[src/rtl/cgb_pkg.sv]
// Shared types, constants and helpers for the clipped glyph blit.
`default_nettype none

package cgb_pkg;

    localparam int GLYPH_MAX  = 256;
    localparam int SCREEN_MAX = 4096;

    localparam int COUNT_W  = $clog2(GLYPH_MAX);
    localparam int GEOM_W   = 9;
    localparam int COORD_W  = 13;
    localparam int POS_W    = COORD_W + 1;
    localparam int LEVEL_W  = 8;
    localparam int DIM_W    = 13;
    localparam int BPP_W    = 6;
    localparam int STRIDE_W = 15;
    localparam int OFFSET_W = 26;
    localparam int PROD_W   = COORD_W + STRIDE_W;
    localparam int CFG_W    = 15;
    localparam int CFG_IDX_W = 2;

    localparam logic [BPP_W-1:0] BPP_8  = BPP_W'(8);
    localparam logic [BPP_W-1:0] BPP_16 = BPP_W'(16);
    localparam logic [BPP_W-1:0] BPP_32 = BPP_W'(32);

    typedef enum logic [1:0] {
        SIZE_BYTE = 2'd0,
        SIZE_HALF = 2'd1,
        SIZE_WORD = 2'd2
    } wsize_t;

    typedef enum logic [CFG_IDX_W-1:0] {
        REG_SCREEN_WIDTH  = 2'd0,
        REG_SCREEN_HEIGHT = 2'd1,
        REG_BPP           = 2'd2,
        REG_LINE_STRIDE   = 2'd3
    } cfg_reg_t;

    typedef struct packed {
        logic [POS_W-1:0]   x;
        logic [POS_W-1:0]   y;
        logic [LEVEL_W-1:0] level;
    } pixel_t;

    typedef struct packed {
        logic [DIM_W-1:0]    screen_width;
        logic [DIM_W-1:0]    screen_height;
        logic [BPP_W-1:0]    bpp;
        logic [STRIDE_W-1:0] line_stride;
    } cfg_t;

    function automatic logic [GEOM_W-1:0] cap_glyph(input logic [GEOM_W-1:0] g);
        cap_glyph = (g > GEOM_W'(GLYPH_MAX)) ? GEOM_W'(GLYPH_MAX) : g;
    endfunction

    function automatic logic [DIM_W-1:0] cap_screen(input logic [DIM_W-1:0] d);
        cap_screen = (d > DIM_W'(SCREEN_MAX)) ? DIM_W'(SCREEN_MAX) : d;
    endfunction

endpackage

`default_nettype wire

[src/rtl/cgb_walk.sv]
// Glyph walker: latches geometry, steps column/row counters, registers screen position.
`default_nettype none

module cgb_walk
    import cgb_pkg::*;
(
    input  wire logic               aclk,
    input  wire logic               aresetn,
    input  wire logic               load,
    input  wire logic               advance,
    input  wire logic               first,
    input  wire logic [COORD_W-1:0] origin_x,
    input  wire logic [COORD_W-1:0] origin_y,
    input  wire logic [GEOM_W-1:0]  glyph_width,
    input  wire logic [GEOM_W-1:0]  glyph_rows,
    input  wire logic [LEVEL_W-1:0] level,
    output pixel_t                  px,
    output logic                    px_valid
);

    logic [COUNT_W-1:0] col_reg, col_next, row_reg, row_next;
    logic [COORD_W-1:0] ox_reg, ox_next, oy_reg, oy_next;
    logic [GEOM_W-1:0]  wid_reg, wid_next, rows_reg, rows_next;
    logic [COUNT_W-1:0] col_cur, row_cur;
    pixel_t             px_reg, px_next;
    logic               valid_reg, valid_next;

    always_comb begin
        ox_next   = first ? origin_x : ox_reg;
        oy_next   = first ? origin_y : oy_reg;
        wid_next  = first ? cap_glyph(glyph_width) : wid_reg;
        rows_next = first ? cap_glyph(glyph_rows) : rows_reg;
        col_cur   = first ? '0 : col_reg;
        row_cur   = first ? '0 : row_reg;

        px_next.x     = POS_W'({ox_next[COORD_W-1], ox_next}) + POS_W'(col_cur);
        px_next.y     = POS_W'({oy_next[COORD_W-1], oy_next}) + POS_W'(row_cur);
        px_next.level = level;

        // down the column, then over to the next one
        if ((GEOM_W'(row_cur) + GEOM_W'(1)) >= rows_next) begin
            row_next = '0;
            if ((GEOM_W'(col_cur) + GEOM_W'(1)) >= wid_next) begin
                col_next = '0;
            end else begin
                col_next = col_cur + COUNT_W'(1);
            end
        end else begin
            row_next = row_cur + COUNT_W'(1);
            col_next = col_cur;
        end

        if (load) begin
            valid_next = 1'b1;
        end else if (advance) begin
            valid_next = 1'b0;
        end else begin
            valid_next = valid_reg;
        end
    end

    always_ff @(posedge aclk) begin
        if (!aresetn) begin
            col_reg   <= '0;
            row_reg   <= '0;
            ox_reg    <= '0;
            oy_reg    <= '0;
            wid_reg   <= '0;
            rows_reg  <= '0;
            valid_reg <= 1'b0;
        end else begin
            valid_reg <= valid_next;
            if (load) begin
                col_reg  <= col_next;
                row_reg  <= row_next;
                ox_reg   <= ox_next;
                oy_reg   <= oy_next;
                wid_reg  <= wid_next;
                rows_reg <= rows_next;
            end
        end
    end

    always_ff @(posedge aclk) begin
        if (load) begin
            px_reg <= px_next;
        end
    end

    assign px       = px_reg;
    assign px_valid = valid_reg;

endmodule

`default_nettype wire

[src/rtl/cgb_pack.sv]
// Pixel clip, framebuffer offset and RGB565 / byte packing.
`default_nettype none

module cgb_pack
    import cgb_pkg::*;
(
    input  wire pixel_t              px,
    input  wire cfg_t                cfg,
    output logic                     keep,
    output logic [OFFSET_W-1:0]      offset,
    output logic [LEVEL_W-1:0]       data,
    output wsize_t                   size
);

    logic                depth_ok, x_in, y_in;
    logic [OFFSET_W-1:0] x_off;
    logic [PROD_W-1:0]   row_off;

    always_comb begin
        x_in = !px.x[POS_W-1] && (px.x[COORD_W-1:0] < cap_screen(cfg.screen_width));
        y_in = !px.y[POS_W-1] && (px.y[COORD_W-1:0] < cap_screen(cfg.screen_height));

        depth_ok = 1'b1;
        data     = px.level;
        size     = SIZE_BYTE;
        x_off    = OFFSET_W'(px.x[COORD_W-1:0]);
        case (cfg.bpp)
            BPP_8: begin
                size = SIZE_BYTE;
            end
            BPP_16: begin
                // only blue survives the 565 pack
                data  = px.level >> 3;
                size  = SIZE_HALF;
                x_off = OFFSET_W'(px.x[COORD_W-1:0]) << 1;
            end
            BPP_32: begin
                size  = SIZE_WORD;
                x_off = OFFSET_W'(px.x[COORD_W-1:0]) << 2;
            end
            default: begin
                depth_ok = 1'b0;
            end
        endcase

        row_off = PROD_W'(px.y[COORD_W-1:0]) * PROD_W'(cfg.line_stride);
        offset  = row_off[OFFSET_W-1:0] + x_off;
        keep    = depth_ok && x_in && y_in;
    end

endmodule

`default_nettype wire

[src/rtl/clipped_glyph_blit_to_framebuffer_top.sv]
// Clipped glyph blit: turns a column-major coverage stream into framebuffer writes.
//
// Input channel s_*: one coverage byte per request, column by column and down
// each column. A request with s_first set latches origin and glyph size and
// restarts the counters. Output channel m_*: one framebuffer write request
// (byte offset, data, access size) for each pixel that lands on screen at a
// supported depth; off-screen pixels and other depths produce nothing.
// An accepted request passes the input stage, which holds the screen position,
// and then the output register after the clip/offset logic. Throughput is
// one request per clock while m_ready is high; the output register frees up
// in the same cycle it is taken, so a full pipeline keeps s_ready high while
// m_ready is high. When m_ready is low the output holds and the input stage
// takes one more request only if it is empty, then s_ready drops.
// Configuration (cfg_*) is written one register per cycle; the user must do so
// only while idle, as the block does not enforce it. Reset clears both stages
// and the counters, and loads 800x480, 16 bpp, 1600-byte stride.
`default_nettype none

module clipped_glyph_blit_to_framebuffer_top
    import cgb_pkg::*;
(
    input  wire logic                 aclk,
    input  wire logic                 aresetn,
    input  wire logic                 cfg_wen,
    input  wire logic [CFG_IDX_W-1:0] cfg_index,
    input  wire logic [CFG_W-1:0]     cfg_wdata,
    input  wire logic                 s_valid,
    output logic                      s_ready,
    input  wire logic                 s_first,
    input  wire logic signed [COORD_W-1:0] s_origin_x,
    input  wire logic signed [COORD_W-1:0] s_origin_y,
    input  wire logic [GEOM_W-1:0]    s_glyph_width,
    input  wire logic [GEOM_W-1:0]    s_glyph_rows,
    input  wire logic [LEVEL_W-1:0]   s_level,
    output logic                      m_valid,
    input  wire logic                 m_ready,
    output logic [OFFSET_W-1:0]       m_write_offset,
    output logic [LEVEL_W-1:0]        m_write_data,
    output logic [1:0]                m_write_size
);

    cfg_t                cfg_reg;
    pixel_t              px;
    logic                px_valid, advance, accept, keep;
    logic [OFFSET_W-1:0] offset, offset_reg;
    logic [LEVEL_W-1:0]  data, data_reg;
    wsize_t              size, size_reg;
    logic                out_valid_reg, out_valid_next;

    assign advance = !out_valid_reg || m_ready;
    assign s_ready = !px_valid || advance;
    assign accept  = s_valid && s_ready;

    always_ff @(posedge aclk) begin
        if (!aresetn) begin
            cfg_reg.screen_width  <= DIM_W'(800);
            cfg_reg.screen_height <= DIM_W'(480);
            cfg_reg.bpp           <= BPP_16;
            cfg_reg.line_stride   <= STRIDE_W'(1600);
        end else if (cfg_wen) begin
            case (cfg_reg_t'(cfg_index))
                REG_SCREEN_WIDTH:  cfg_reg.screen_width  <= cfg_wdata[DIM_W-1:0];
                REG_SCREEN_HEIGHT: cfg_reg.screen_height <= cfg_wdata[DIM_W-1:0];
                REG_BPP:           cfg_reg.bpp           <= cfg_wdata[BPP_W-1:0];
                REG_LINE_STRIDE:   cfg_reg.line_stride   <= cfg_wdata[STRIDE_W-1:0];
                default: ;
            endcase
        end
    end

    cgb_walk u_walk (
        .aclk        (aclk),
        .aresetn     (aresetn),
        .load        (accept),
        .advance     (advance),
        .first       (s_first),
        .origin_x    (s_origin_x),
        .origin_y    (s_origin_y),
        .glyph_width (s_glyph_width),
        .glyph_rows  (s_glyph_rows),
        .level       (s_level),
        .px          (px),
        .px_valid    (px_valid)
    );

    cgb_pack u_pack (
        .px     (px),
        .cfg    (cfg_reg),
        .keep   (keep),
        .offset (offset),
        .data   (data),
        .size   (size)
    );

    always_comb begin
        if (advance) begin
            out_valid_next = px_valid && keep;
        end else begin
            out_valid_next = out_valid_reg;
        end
    end

    always_ff @(posedge aclk) begin
        if (!aresetn) begin
            out_valid_reg <= 1'b0;
        end else begin
            out_valid_reg <= out_valid_next;
        end
    end

    always_ff @(posedge aclk) begin
        if (advance) begin
            offset_reg <= offset;
            data_reg   <= data;
            size_reg   <= size;
        end
    end

    assign m_valid        = out_valid_reg;
    assign m_write_offset = offset_reg;
    assign m_write_data   = data_reg;
    assign m_write_size   = size_reg;

endmodule

`default_nettype wire

[config.mk]
export PLATFORM = sky130hd
export DESIGN_NAME = clipped_glyph_blit_to_framebuffer_top
export DESIGN_NICKNAME = d
export VERILOG_FILES = /design/src/rtl/cgb_pkg.sv /design/src/rtl/cgb_walk.sv /design/src/rtl/cgb_pack.sv /design/src/rtl/clipped_glyph_blit_to_framebuffer_top.sv
export SDC_FILE = /design/constraint.sdc
export NUM_CORES = 1
export LEC_CHECK = 0
export BUFFER_PORTS_ARGS = -buffer_cell sky130_fd_sc_hd__clkbuf_2
export CAP_MARGIN = 20
export CORE_ASPECT_RATIO = 1.2
export CORE_MARGIN = 4
export CORE_UTILIZATION = 56
export CTS_BUF_LIST = sky130_fd_sc_hd__clkbuf_16
export DETAILED_ROUTE_END_ITERATION = 6
export GPL_ROUTABILITY_DRIVEN = 0
export GPL_TIMING_DRIVEN = 0
export HOLD_SLACK_MARGIN = 0.03
export PLACE_DENSITY = 0.87
export SETUP_SLACK_MARGIN = 0.1
export SYNTH_ARGS = -nofsm -noshare
export SYNTH_HDL_FRONTEND = slang
export SYNTH_SLANG_ARGS = --single-unit
[constraint.sdc]
create_clock -name aclk -period 6.15 [get_ports aclk]
set_clock_uncertainty 0.15 [all_clocks]
set_input_delay 0.615 -clock aclk [delete_from_list [all_inputs] [get_ports aclk]]
set_output_delay 0.615 -clock aclk [all_outputs]
set_load 0.01 [all_outputs]
; After elaboration in Yosys (flattened, before gate mapping)
; Index checks and enable logic that the tools add are counted.
[classes]
add_sub_neg = 7
multipliers = 1
div = 0
n_lt_le_gt_ge = 8
eq_ne = 6
shifts = 0
mux = 19
bitwise = 0
n_reduce_logical = 19
[ops]
columns = cell, count
row1 = $mux 13, 4
row2 = $mux 8, 5
row3 = $mux 9, 4
row4 = $pmux 15 s2, 1
row5 = $add 13x9->14, 2
row6 = $add 26x15->26, 1
row7 = $gt 13x13->1 const B, 2
row8 = $lt 13x13->1, 2
row9 = $mul 13x15->26, 1
row10 = $add 8x1->9 const B, 2
row11 = $ge 9x9->1, 2
row12 = $gt 9x9->1 const B, 2
row13 = $add 8x1->8 const B, 2
row14 = $reduce_and 2->1, 4
row15 = $eq 6x4->1 const B, 1
row16 = $eq 6x5->1 const B, 1
row17 = $eq 6x6->1 const B, 1
row18 = $logic_and 1x1->1, 6
row19 = $mux 5, 1
row20 = $eq 2x2->1 const B, 2
row21 = $logic_not 1->1, 4
row22 = $pmux 2 s2, 1
row23 = $mux 1, 3
row24 = $reduce_or 3->1, 1
row25 = 4 further kinds, 5
[word_totals]
regBits = 181
latchBits = 0
mem_bits_rw = 0
romBits = 0
inputBits = 75
output_inout_bits = 38
word_cells = 79
mem_count = 0

; Logic depth before layout (Yosys ltp)
[depth]
ltp_word = 7
mapped_depth = 22
ltp_nobuf = 21

; Hierarchy
; Synthesis repeated with hierarchy kept, for this count alone.
[unflattened]
cells_unflattened = 1702
area_unflattened_um2 = 16141.7
[by_module_without_submodules]
columns = mod, n_inst, cells_per_inst, area_each_um2, seq_area_each_um2
row1 = cgb_pack, 1, 917, 7712.4, 0.0
row2 = cgb_walk, 1, 560, 5467.7, 2302.2
row3 = clipped_glyph_blit_to_framebuffer_top, 1, 225, 2961.6, 2042.0

; Worst setup path after synthesis
; Ideal clock, no wire load.
[synth_timing]
path_kind = flip-flop to flip-flop
start = reg u_walk.px_reg (netlist bit u_walk.px[10])
end = reg offset_reg[25] (netlist: m_write_offset[25]), data pin
setup_time_ns = 0.265
t_arrival_ns = 5.710
required_ns = 5.735
setup_slack_ns = 0.025
stages_incl_launch_ff = 22
n_path_buf = 1
period_less_slack_ns = 6.125
path_cell_list = edfxtp_1 > clkbuf_1 > and2_1 > fa_1 > inv_1 > fa_1 > inv_1 > fa_1 > inv_1 > fa_1 > inv_1 > fa_1 > inv_1 > fa_1 > inv_1 > ha_1 > and4_1 > and3_1 > a221oi_2 > a21oi_1 > a221oi_1 > xnor2_1
[synth_via]
elab_chain_len = 2
[synth_lines]
columns = item, line
row1 = from (decl), cgb_walk.sv:25  ; pixel_t px_reg, px_next;
row2 = from (signal assigned), cgb_walk.sv:86  ; px_reg <= px_next;
row3 = $mul 13x15->26, cgb_pack.sv:46  ; row_off = PROD_W'(px.y[COORD_W-1:0]) * PROD_W'(cfg.line_stride);
row4 = $add 26x15->26, cgb_pack.sv:47  ; offset = row_off[OFFSET_W-1:0] + x_off;
row5 = net offset[25], clipped_glyph_blit_to_framebuffer_top.sv:45  ; logic [OFFSET_W-1:0] offset, offset_reg;
row6 = to (signal assigned), clipped_glyph_blit_to_framebuffer_top.sv:113  ; offset_reg <= offset;
row7 = to (decl), clipped_glyph_blit_to_framebuffer_top.sv:45
; The timed path passes the listed nets, and every way through them passes these cells.
; A chain may end at the register's enable or synchronous reset.

; Worst setup path after layout
[layout_timing]
start = reg u_walk.px_reg (netlist bit u_walk.px[9])
end = reg offset_reg[25] (netlist: m_write_offset[25]), data pin
; Same word-level chain as after synthesis.

==> flow_summary.json <==
{
  "grt_util_all_layers": 0.279,
  "worst_path_largest_cell_delay_ns": 0.55,
  "cts_tree": "done",
  "first_pass_grt_wire_length_mm": 68.6,
  "power_density_over_cell_area_mw_per_mm2": 282,
  "intPower_mw": 3.07,
  "clock_power_share": 0.226,
  "ff2ff_path_depth": 20,
  "num_io_pins": 113,
  "rsz0062_at_grt": "yes",
  "synth.yosys.warnings": 0,
  "synth-async-reset-ratio": 0,
  "clockBufferDepth": 2,
  "start_util": 0.573,
  "syn-mean-instance-area_um2": 9.07,
  "cts-htree-levels": 4,
  "beginning_of_the_worst_register_to_register_path": "u_walk.px[9]",
  "p_sw_mw": 1.97,
  "num_vias": 13264,
  "hold_path_depth": 1,
  "avgRoutedWirePerCell_um": 18.8,
  "slowest_stage_cell_cp": "sky130_fd_sc_hd__fa_1",
  "final.min_clock_period_ns": 6.12,
  "design.die.area_mm2": 0.0307,
  "grt-ovfl-total": 0,
  "maxClockFrequency_mhz": 163,
  "yosysSeqAreaShare": 0.277,
  "setup.worst_path.class": "reg2reg",
  "synth-seq-cells": 181,
  "total_leakage_power_nw": 8.39,
  "worstPathCellList": "buf_8 > and2_4 > fa_1 > inv_2 > fa_1 > inv_2 > fa_1 > fa_1 > fa_1 > inv_2 > fa_1 > inv_2 > ha_4 > and4_4 > and3_4 > a221oi_4 > buf_6 > a21oi_4 > a221oi_2 > xnor2_1",
  "finalCoreUtilization": 0.655,
  "final_layout_size_suffix_gt1_frac": 0.148,
  "report.final.hold_viol_count": 0,
  "max_slew.worst_pin.slew_ns": 0.890,
  "drc": 1,
  "synth.area.top_cells": "sky130_fd_sc_hd__fa_1 20%, sky130_fd_sc_hd__dfxtp_1 14%, sky130_fd_sc_hd__edfxtp_1 14%",
  "syn_inst": 1727,
  "yosysTopAreaCell": "sky130_fd_sc_hd__fa_1",
  "combPwrFrac": 0.475,
  "power.ir.vdd_worst_uv": 244,
  "holdBufCountCts": 0,
  "postSynth.topFlopCell": "sky130_fd_sc_hd__dfxtp_1",
  "die_x_um": 161,
  "count_of_antenna_violating_nets_left_after_detailed_routing": 0,
  "hold_path.startpoint": "s_level[0]",
  "vias_per_cell": 5.83,
  "crit_fanout": 8,
  "core_area_mm2": 0.0273,
  "drt-initial-drc-count": 1222,
  "clk-insertion-delay-late_ns": 0.46,
  "cap_viol_max_count": 0,
  "path_clk_slew_ns": 0.08,
  "maxSlewViolCount": 0,
  "critical_path.startpoint_type": "flip-flop",
  "antenna_found_initial": 1,
  "failed_checks": "DRC",
  "diode_insertion_count_for_antenna_repair": 0,
  "dieHeight_um": 191,
  "grt_start_max_net_pins": 38,
  "register_to_register_setup_slack_ns": 0.03,
  "post_route_clock_period_utilization": 0.995,
  "clkSinkCount": 181,
  "worst-endpoint-arrival_ns": 6.18,
  "routed_wl_mm": 42.7,
  "numCtsBuffers": 17,
  "row_count": 66,
  "hold-worst-slack_ns": 0.181,
  "synth_edf_count": 72,
  "switching_share": 0.391,
  "first_global_vias": 14106,
  "instance_area_after_placement_mm2": 0.0167,
  "finalSetupViolations": 0,
  "status": "finished with violations",
  "largest_register_ffs": 47,
  "cts_root_buf": "sky130_fd_sc_hd__clkbuf_16",
  "final-instance-count-excl-fill": 2276,
  "ys_top_cells_by_count": "300 x sky130_fd_sc_hd__nand2_1, 214 x sky130_fd_sc_hd__inv_1, 155 x sky130_fd_sc_hd__fa_1, 141 x sky130_fd_sc_hd__ha_1, 125 x sky130_fd_sc_hd__a21oi_1",
  "worstPathRequired_ns": 6.21,
  "drt-pass1-iter-count": 7,
  "most_frequent_cell_after_synthesis": "sky130_fd_sc_hd__nand2_1",
  "crit_path_end_kind": "flip-flop",
  "synth.distinct_cells": 62,
  "holdPathEnd": "u_walk.px[0]",
  "reg2reg_to": "m_write_offset[25]",
  "synthToLayoutAreaGrowth_pct": 14.2,
  "final_cell_area_mm2": 0.0179,
  "final_nets": 2260,
  "postSynthNetCount": 2098,
  "yosys.area.top_type_share": 0.198,
  "dp_hpwl_mm": 31.8,
  "dpl.cell_count": 2211,
  "pwr-share-seq": 0.300,
  "max-slew-margin-rel": 0.407,
  "io_buffer_count": 109,
  "post_synth_instance_area_mm2": 0.0157,
  "min-delay-path-class": "in2reg",
  "timing.critical_path.mode_cell": "sky130_fd_sc_hd__fa_1"
}
[power by group through the flow]
stage               Clock (mW)  Sequential, mW  Combinational [mW]
floorplan                    0            1.57                1.36
global placement             0            1.54                1.79
detailed placement           0            1.55                1.90
CTS                       1.14            1.51                2.18
global route              1.19            1.52                2.64
finish                    1.14            1.51                2.39
[per-layer routing]
layer  up-vias  routed length [um]  global-route usage
met5         -                  13                   0
met4         2                2830               0.173
met3       232                3600              0.0584
met2       722               21000               0.495
met1      6326               15200               0.305
li1       5982                   -                   -
[metrics by stage]
stage	worst slack, ns	setup TNS [ns]	power [mW]
floorplan	0.106	0	2.93
global route	-0.110	-0.518	5.35
finish	0.0335	0	5.04
detailed placement	-0.629	-5.15	3.44
global placement	-0.517	-3.50	3.33
CTS	0.0765	0	4.83
[layout make-up]
cell class | instances | area, um^2
multi-input combinational | 1253 | 10500
clock inverter | 15 | 168
sequential | 181 | 4340
clock buffer | 17 | 425
timing repair buffer | 143 | 825
tap | 374 | 468
fill | 1992 | 9440
inverter | 215 | 807
buffer | 78 | 373
[placed cells by master, fill, tap and decap left out, types with 8 or more instances in the layout]
cell                          n
sky130_fd_sc_hd__clkbuf_16   17
sky130_fd_sc_hd__mux2_2      19
sky130_fd_sc_hd__fa_1       153
sky130_fd_sc_hd__buf_4       31
sky130_fd_sc_hd__dfxtp_1    109
sky130_fd_sc_hd__a21oi_1    118
sky130_fd_sc_hd__nor2b_1     25
sky130_fd_sc_hd__o21bai_1     8
sky130_fd_sc_hd__ha_4         8
sky130_fd_sc_hd__mux2i_1     18
sky130_fd_sc_hd__inv_2       13
sky130_fd_sc_hd__and3_1      12
sky130_fd_sc_hd__and2_1      93
sky130_fd_sc_hd__a21o_1      19
sky130_fd_sc_hd__ha_1       132
sky130_fd_sc_hd__clkbuf_2   128
sky130_fd_sc_hd__clkbuf_1    44
sky130_fd_sc_hd__nor3_1       8
sky130_fd_sc_hd__nand2_1    299
sky130_fd_sc_hd__a211oi_1    23
sky130_fd_sc_hd__o21ai_0     25
sky130_fd_sc_hd__edfxtp_1    72
sky130_fd_sc_hd__a22o_1      14
sky130_fd_sc_hd__nor2_1      72
sky130_fd_sc_hd__nand3_1     43
sky130_fd_sc_hd__inv_1      201
sky130_fd_sc_hd__xor2_1      26
sky130_fd_sc_hd__xnor2_1     34
[cell families (layout without fill, tap and decap cells)]
| logic type | count (synthesis) | in the layout | synth area share |
|---|---|---|---|
| AOI/OAI and AO/OA | 269 | 269 | 0.108 |
| xor gates and xnor gates | 61 | 61 | 0.0341 |
| adders and majority gates | 296 | 296 | 0.311 |
| buffers and inverters | 293 | 468 | 0.0707 |
| DFF | 181 | 181 | 0.277 |
| muxes | 37 | 37 | 0.0252 |
| and+or+nand+nor | 590 | 590 | 0.174 |
[how the worst max path moves through the flow]
stage          cells past startpoint  slack, ns           from            endpoint
3_5_place_dp                      22      -0.63  u_walk.px[10]  m_write_offset[19]
5_1_grt                           20      -0.11   u_walk.px[9]  m_write_offset[19]
6_report                          20       0.03   u_walk.px[9]  m_write_offset[25]
2_1_floorplan                     22       0.11  u_walk.px[10]  m_write_offset[19]
3_3_place_gp                      21      -0.52  u_walk.px[10]  m_write_offset[25]
4_1_cts                           20       0.08   u_walk.px[9]  m_write_offset[19]
[repair_timing]
action	4_1_cts	5_1_grt
endpoints found under the setup margin	14	13
resized for setup	69	43
buffers inserted	23	10
gates cloned	0	0
pin swaps	37	28
[critical path, delay by kind of cell, from the launching register on]
kind	cells	cell delay, ns
AO/OA/AOI/OAI	3	0.63
XOR/XNOR	1	0.10
flip-flops	1	0.54
AND/OR/NAND/NOR	3	0.51
buffers and inverters	6	0.56
adder cells (fa/ha/maj)	7	3.37
Power figures use the tool's default switching activity.
